$ cat src/rtl/core/ppv_pkg.sv
// ---------------------------------------------------------------------------
// ppv_pkg
// Types and constants for the position/velocity PID with anti-windup.
// ---------------------------------------------------------------------------
`default_nettype none
package ppv_pkg;
  typedef struct packed {
    logic signed [31:0] pos_target;
    logic signed [31:0] pos_measured;
    logic signed [15:0] vel_target;
    logic signed [15:0] vel_measured;
    logic               clear_integ;
    logic               drive_enable;
  } in_item_t;

  typedef struct packed {
    logic signed [15:0] drive;
    logic [1:0]         sat_state;
    logic signed [31:0] prop_term;
    logic signed [31:0] integ_term;
    logic signed [31:0] deriv_term;
  } out_item_t;

  localparam logic [2:0] REG_GAIN_PROP  = 3'd0;
  localparam logic [2:0] REG_GAIN_INTEG = 3'd1;
  localparam logic [2:0] REG_GAIN_DERIV = 3'd2;
  localparam logic [2:0] REG_GAIN_WIND  = 3'd3;
  localparam logic [2:0] REG_FEED_FWD   = 3'd4;
  localparam logic [2:0] REG_LIMIT      = 3'd5;
  localparam logic [2:0] REG_DIVISOR    = 3'd6;

  localparam logic [14:0] LIMIT_RESET = 15'd3800;
  localparam int          PROP_SHIFT  = 12;
  localparam int          TERM_SHIFT  = 4;

  localparam logic [1:0] SAT_NONE = 2'd0;
  localparam logic [1:0] SAT_HIGH = 2'd1;
  localparam logic [1:0] SAT_LOW  = 2'd2;
endpackage
`default_nettype wire

$ cat src/rtl/core/pid_position_velocity_antiwindup_unit.sv
// ---------------------------------------------------------------------------
// pid_position_velocity_antiwindup_unit
// Position/velocity PID tick with clamp and back-calculation anti-windup.
// ---------------------------------------------------------------------------
// A tick forms three 16x32 products, each by one shift-and-add adder at one
// multiplier bit per cycle, then the sum and the clamp, then loads the result
// register, when the sum stays inside the limit. A clamped tick adds the windup
// product and a restoring divider giving one quotient bit per cycle. The next
// item is taken the cycle after the result transfer, so no item is taken while
// the last one is in work or its result waits, and an output stall holds off
// the next item. Configuration writes are taken at any time.
`default_nettype none
module pid_position_velocity_antiwindup_unit (
  input  wire                 clk,
  input  wire                 rst_n,
  input  wire                 in_valid,
  output logic                in_stall,
  input  ppv_pkg::in_item_t   in_data,
  output logic                out_valid,
  input  wire                 out_stall,
  output ppv_pkg::out_item_t  out_data,
  input  wire                 cfg_valid,
  output logic                cfg_ready,
  input  wire  [2:0]          cfg_index,
  input  wire  [15:0]         cfg_data
);
  localparam logic [2:0] ST_IDLE = 3'd0;
  localparam logic [2:0] ST_MUL  = 3'd1;
  localparam logic [2:0] ST_SUM  = 3'd2;
  localparam logic [2:0] ST_DIV  = 3'd3;
  localparam logic [2:0] ST_FIN  = 3'd4;

  // product being formed
  localparam logic [1:0] MUL_P = 2'd0;
  localparam logic [1:0] MUL_I = 2'd1;
  localparam logic [1:0] MUL_D = 2'd2;
  localparam logic [1:0] MUL_W = 2'd3;

  // configuration registers
  logic signed [15:0] kp_r, ki_r, kd_r, kw_r, ff_r;
  logic [14:0] lim_r, div_r;
  always_ff @(posedge clk) begin
    if (!rst_n) begin
      kp_r <= '0; ki_r <= '0; kd_r <= '0; kw_r <= '0; ff_r <= '0;
      lim_r <= ppv_pkg::LIMIT_RESET; div_r <= 15'd1;
    end else if (cfg_valid) begin
      case (cfg_index)
        ppv_pkg::REG_GAIN_PROP:  kp_r <= cfg_data;
        ppv_pkg::REG_GAIN_INTEG: ki_r <= cfg_data;
        ppv_pkg::REG_GAIN_DERIV: kd_r <= cfg_data;
        ppv_pkg::REG_GAIN_WIND:  kw_r <= cfg_data;
        ppv_pkg::REG_FEED_FWD:   ff_r <= cfg_data;
        ppv_pkg::REG_LIMIT:      lim_r <= cfg_data[14:0];
        ppv_pkg::REG_DIVISOR:    div_r <= cfg_data[14:0];
        default: ;
      endcase
    end
  end
  assign cfg_ready = 1'b1;

  logic [2:0]  state_r;
  logic [1:0]  mul_sel_r;   // product being formed
  logic [4:0]  cnt_r;
  logic [31:0] integ_r;
  logic [31:0] ep_r, ev_r, mcand_r, acc_r, pt_r, it_r, dt_r, sum_r, drv_r;
  logic [15:0] mplier_r;
  logic [1:0]  sat_r;
  logic        en_r;
  // divider registers
  logic [31:0] dq_r;        // dividend shifting out / quotient in
  logic [15:0] rem_r;
  logic        neg_r;
  logic        out_valid_r;

  // shift-and-add step: signed multiplier, top bit subtracts
  logic [31:0] addend;
  always_comb begin
    addend = mplier_r[0] ? mcand_r : 32'd0;
    if (cnt_r == 5'd15) addend = mplier_r[0] ? (32'd0 - mcand_r) : 32'd0;
  end

  logic signed [31:0] s_sum, lim_s;
  assign s_sum = sum_r;
  assign lim_s = {17'd0, lim_r};
  logic [15:0] divisor;
  assign divisor = (div_r == 15'd0) ? 16'd1 : {1'b0, div_r};
  logic [16:0] rem_try;
  assign rem_try = {rem_r, dq_r[31]} - {1'b0, divisor};

  assign in_stall = (state_r != ST_IDLE) || out_valid_r;
  assign out_valid = out_valid_r;

  always_ff @(posedge clk) begin
    if (!rst_n) begin
      state_r <= ST_IDLE;
      out_valid_r <= 1'b0;
      integ_r <= '0;
    end else begin
      if (out_valid_r && !out_stall) out_valid_r <= 1'b0;
      case (state_r)
        ST_IDLE: begin
          if (in_valid && !in_stall) begin
            ep_r <= in_data.pos_target - in_data.pos_measured;
            ev_r <= 32'(32'(signed'(in_data.vel_target))
                        - 32'(signed'(in_data.vel_measured)));
            if (in_data.clear_integ) integ_r <= '0;
            en_r <= in_data.drive_enable;
            mcand_r <= in_data.pos_target - in_data.pos_measured;
            mplier_r <= kp_r;
            mul_sel_r <= MUL_P;
            cnt_r <= '0;
            acc_r <= '0;
            state_r <= ST_MUL;
          end
        end
        ST_MUL: begin
          if (cnt_r == 5'd15) begin
            // last multiplier bit: store the product, load the next one
            cnt_r <= '0;
            acc_r <= '0;
            case (mul_sel_r)
              MUL_P: begin
                pt_r <= 32'($signed(acc_r + addend) >>> ppv_pkg::PROP_SHIFT);
                mcand_r <= (integ_r); mplier_r <= ki_r; mul_sel_r <= MUL_I;
              end
              MUL_I: begin
                it_r <= acc_r + addend;
                mcand_r <= ev_r; mplier_r <= kd_r; mul_sel_r <= MUL_D;
              end
              MUL_D: begin
                dt_r <= acc_r + addend;
                state_r <= ST_SUM;
              end
              default: begin
                // windup product ready: set up divider on its magnitude
                neg_r <= (acc_r + addend) >> 31 != 32'd0;
                dq_r <= ((acc_r + addend) >> 31 != 32'd0) ?
                        (32'd0 - (acc_r + addend)) : (acc_r + addend);
                rem_r <= '0;
                state_r <= ST_DIV;
              end
            endcase
          end else begin
            // one multiplier bit per cycle
            acc_r <= acc_r + addend;
            mcand_r <= mcand_r << 1;
            mplier_r <= mplier_r >> 1;
            cnt_r <= cnt_r + 5'd1;
          end
        end
        ST_SUM: begin
          // sum and clamp in two phases, using mul_sel_r as the phase
          if (mul_sel_r == MUL_D) begin
            sum_r <= 32'(signed'(ff_r)) + pt_r
                     + 32'($signed(it_r) >>> ppv_pkg::TERM_SHIFT)
                     + 32'($signed(dt_r) >>> ppv_pkg::TERM_SHIFT);
            integ_r <= integ_r + ep_r;
            mul_sel_r <= MUL_P;
          end else begin
            if (s_sum > lim_s) begin
              sat_r <= ppv_pkg::SAT_HIGH; drv_r <= lim_s;
              mcand_r <= lim_s - sum_r; mplier_r <= kw_r;
              mul_sel_r <= MUL_W; state_r <= ST_MUL;
            end else if (s_sum < -lim_s) begin
              sat_r <= ppv_pkg::SAT_LOW; drv_r <= -lim_s;
              mcand_r <= -lim_s - sum_r; mplier_r <= kw_r;
              mul_sel_r <= MUL_W; state_r <= ST_MUL;
            end else begin
              sat_r <= ppv_pkg::SAT_NONE; drv_r <= sum_r;
              state_r <= ST_FIN;
            end
          end
        end
        ST_DIV: begin
          // restoring division, one quotient bit per cycle
          if (!rem_try[16]) rem_r <= rem_try[15:0];
          else rem_r <= {rem_r[14:0], dq_r[31]};
          dq_r <= {dq_r[30:0], ~rem_try[16]};
          cnt_r <= cnt_r + 5'd1;
          if (cnt_r == 5'd31) begin
            integ_r <= integ_r + (neg_r ? 32'd0 - {dq_r[30:0], ~rem_try[16]}
                                        : {dq_r[30:0], ~rem_try[16]});
            state_r <= ST_FIN;
          end
        end
        ST_FIN: begin
          out_data.drive <= en_r ? drv_r[15:0] : 16'd0;
          out_data.sat_state <= sat_r;
          out_data.prop_term <= pt_r;
          out_data.integ_term <= it_r;
          out_data.deriv_term <= dt_r;
          out_valid_r <= 1'b1;
          state_r <= ST_IDLE;
        end
        default: state_r <= ST_IDLE;
      endcase
    end
  end
endmodule
`default_nettype wire

$ cat config.mk
export PLATFORM = sky130hd
export DESIGN_NAME = pid_position_velocity_antiwindup_unit
export DESIGN_NICKNAME = d
export VERILOG_FILES = /design/src/rtl/core/ppv_pkg.sv /design/src/rtl/core/pid_position_velocity_antiwindup_unit.sv
export SDC_FILE = /design/constraint.sdc
export NUM_CORES = 2
export LEC_CHECK = 0
export ABC_AREA = 1
export BUFFER_PORTS_ARGS = -buffer_cell sky130_fd_sc_hd__clkbuf_2
export CAP_MARGIN = 30
export CELL_PAD_IN_SITES_DETAIL_PLACEMENT = 1
export CELL_PAD_IN_SITES_GLOBAL_PLACEMENT = 1
export CORE_AREA = 4 4 256 308
export CTS_BUF_LIST = sky130_fd_sc_hd__clkbuf_4 sky130_fd_sc_hd__clkbuf_8 sky130_fd_sc_hd__clkbuf_16
export CTS_CLUSTER_SIZE = 40
export DETAILED_ROUTE_END_ITERATION = 6
export DIE_AREA = 0 0 260 312
export MAX_ROUTING_LAYER = met4
export PLACE_DENSITY = 0.95
export SLEW_MARGIN = 30
export SYNTH_ARGS = -nofsm -noshare
export SYNTH_HDL_FRONTEND = slang
export SYNTH_SLANG_ARGS = --single-unit
$ cat constraint.sdc
create_clock -name clk -period 23.6 [get_ports clk]
set_clock_uncertainty 0.2 [all_clocks]
set_input_delay 1.18 -clock clk [delete_from_list [all_inputs] [get_ports clk]]
set_output_delay 1.18 -clock clk [all_outputs]
set_load 0.005 [all_outputs]
==> results_dict.tcl <==
set metrics [dict create \
    cts_tree "done" \
    required_ns 24.00 \
    cap_violations 0 \
    syn_inst 4607 \
    grt_max_degree 83 \
    hp-start "it_r[2]" \
    htree_levels 2 \
    final_common_cell "nand2_1" \
    grt_setup_unrepaired "no" \
    avgViaCountPerCell 6.19 \
    p_seq_frac 0.361 \
    fin_setup_tns_ns 0 \
    routed_wirelength_um 153000 \
    ios 239 \
    leakage_nw 18.4 \
    core_um2 76000 \
    overflow 0 \
    endpoint_kind "flip-flop" \
    fillers 9259 \
    dr.pass1.iters 6 \
    cpMostUsedCell "nand2_1" \
    crit_slowest_cell "fa_1" \
    timing.final.ws_setup_ns 16.74 \
    clk_pin_slew_ns 0.07 \
    cts_resized 0 \
    ys_seq_area_frac 0.413 \
    wl_per_cell_um 26.1 \
    synth_fp_nets 5077 \
    antenna_left 0 \
    synth.area.top_cells "edfxtp_1 (33%), ha_1 (9.4%), nand2_1 (9.1%)" \
    numCtsBuffers 60 \
    cts_sinks 566 \
    synth_edf_count 420 \
    synth_seq_cells 566 \
    max_stage_delay_ns 0.47 \
    hold_path_class "flip-flop to flip-flop" \
    cts_hold_buf 0 \
    first_iter_violations 3579 \
    p_int_mw 2.13 \
    die_area_um2 81100 \
    crit_buf_inv 3 \
    hold_depth 0 \
    core.rowCount 111 \
    totalPowerFinal_mw 3.55 \
    powerDensity_nw_per_um2 84.3 \
    r2r_cells 39 \
    cp_top_family "simple AND/OR/NAND/NOR gates" \
    hpwlAfterDp_um 114000 \
    synth.avg_cell_area_um2 8.17 \
    cts_setup_buffers 0 \
    finalMaxSlewViolations 0 \
    port_buffers 237 \
    ys_warn_count 0 \
    layout-drive-gt1-share 0.0927 \
    fp.dieH_um 312 \
    arrival_ns 7.26 \
    holdPathEnd "out_data[34]" \
    die_x_um 260 \
    fin_cells 5887 \
    critPathLaunchType "flip-flop" \
    syn_area_um2 37600 \
    path_max_fanout 6 \
    clock_path_buffers 3 \
    insertion_delay_ns 0.70 \
    cts_root_buf "clkbuf_16" \
    setup-violations-final 0 \
    worstSetupPathType "flip-flop to flip-flop" \
    grt_pass1_vias 38500 \
    placed_area_um2 39900 \
    reg2reg_to "integ_r[31]" \
    peakVddDrop_uv 63.8 \
    rr_startpoint "div_r[11]" \
    layout.nets 5286 \
    fin_util 0.554 \
    globalRouteTotalUtil 0.380 \
    switching_share 0.398 \
    whs_ns 0.213 \
    p_comb_frac 0.340 \
    vias 36500 \
    period_needed_ns 6.86 \
    synthArstFlopShare 0 \
    drc 0 \
    gp_congestion 1.00 \
    p_clk_frac 0.299 \
    dp_cells 5771 \
    p_sw_mw 1.41 \
    area_growth_pct 11.7 \
    post-place-ws_ns 17.06 \
    slew_headroom 0.312 \
    yosys.area.top_type_share 0.335 \
    synth_ff_type "edfxtp_1" \
    tightest_slew_ns 1.02 \
    r2r_setup_slack_ns 16.74 \
    final_area_um2 42100 \
    final_cell_mix "nand2_1 (916), inv_1 (524), nor2_1 (522)" \
    initial_core_util 0.496 \
    fin_crit_sh 0.291 \
    yosys.area.top_type "edfxtp_1" \
    hold_violations 0 \
    antenna_found_initial 3 \
    fmax_mhz 146 \
    status "complete, no violations" \
    grt_first_pass_wirelength_um 230000 \
    yosys.cell_types.count 57 \
]
[registers in the layout (all words and copies together) (netlist names), 3 cells and up]
name	cells
ff_r	16
mcand_r	32
kw_r	16
dt_r	32
acc_r	32
integ_r	32
it_r	32
cnt_r	5
pt_r	20
mplier_r	16
s_sum	30
rem_r	16
ki_r	16
div_r	15
ev_r	17
lim_r	15
drv_r	16
out_data	102
state_r	3
ep_r	32
kp_r	16
kd_r	16
dq_r	32
[cell usage after synthesis, types with 5 or more instances]
| library cell | n |
|---|---|
| a211oi_1 | 17 |
| a21boi_0 | 8 |
| a21o_1 | 13 |
| a21oi_1 | 453 |
| a221oi_1 | 9 |
| a31oi_1 | 26 |
| and3_1 | 6 |
| buf_1 | 11 |
| buf_2 | 9 |
| buf_4 | 13 |
| clkbuf_1 | 93 |
| dfxtp_1 | 146 |
| edfxtp_1 | 420 |
| fa_1 | 64 |
| ha_1 | 284 |
| inv_1 | 528 |
| inv_2 | 7 |
| nand2_1 | 916 |
| nand2_2 | 6 |
| nand3_1 | 210 |
| nand3b_1 | 10 |
| nand4_1 | 53 |
| nor2_1 | 526 |
| nor2_2 | 6 |
| nor3_1 | 88 |
| nor3_2 | 10 |
| nor4_1 | 19 |
| o211ai_1 | 44 |
| o21a_1 | 15 |
| o21ai_0 | 332 |
| o21ai_1 | 11 |
| o21bai_1 | 13 |
| o221a_2 | 5 |
| o221ai_1 | 20 |
| o22ai_1 | 15 |
| o31ai_1 | 6 |
| or2_2 | 10 |
| xnor2_1 | 37 |
| xor2_1 | 109 |
[routing by layer]
metal,global-route usage,wire (um),vias up
met4,0.260,13600,0
met5,-,0,-
met1,0.407,53800,17800
met2,0.642,75100,1905
li1,-,-,16100
met3,0.0631,11000,692
[cells by family after synthesis]
family / count (synthesis) / synth area share
simple gates: 1874 / 0.208
compound gates: 1004 / 0.148
buf+inv: 667 / 0.0689
flops: 566 / 0.413
fa+ha+maj: 348 / 0.128
xor+xnor: 147 / 0.0344
other cells: 1 / 0.0000996
[power by group through the flow]
stage / sequential (mW) / combinational (mW) / clock [mW]
finish: 1.28 / 1.20 / 1.06
global route: 1.29 / 1.29 / 1.10
CTS: 1.28 / 1.17 / 1.06
detailed placement: 1.30 / 1.14 / 0
global placement: 1.29 / 1.09 / 0
floorplan: 1.27 / 0.741 / 0
[cell type report]
cell class	instances	area (um^2)	area share
clock buffer	69	1600	0.0381
timing repair buffer	277	1490	0.0353
sequential	566	15500	0.369
tap	1017	1270	0.0302
inverter	537	2020	0.0480
multi-input combinational	3374	19600	0.466
antenna	3	7.51	0.000178
clock inverter	44	549	0.0131
[how the worst max path moves through the flow]
stage | slack (ns) | start | depth (start not counted) | endpoint
floorplan | 13.69 | cnt_r[0] | 8 | dq_r[0]
global placement | 17.26 | cnt_r[0] | 28 | dq_r[29]
detailed placement | 17.06 | cnt_r[0] | 26 | dq_r[29]
CTS | 16.87 | div_r[11] | 39 | integ_r[31]
global route | 16.16 | div_r[10] | 39 | integ_r[31]
finish | 16.74 | div_r[11] | 39 | integ_r[31]
No activity file was read; power rests on OpenSTA's default activity.
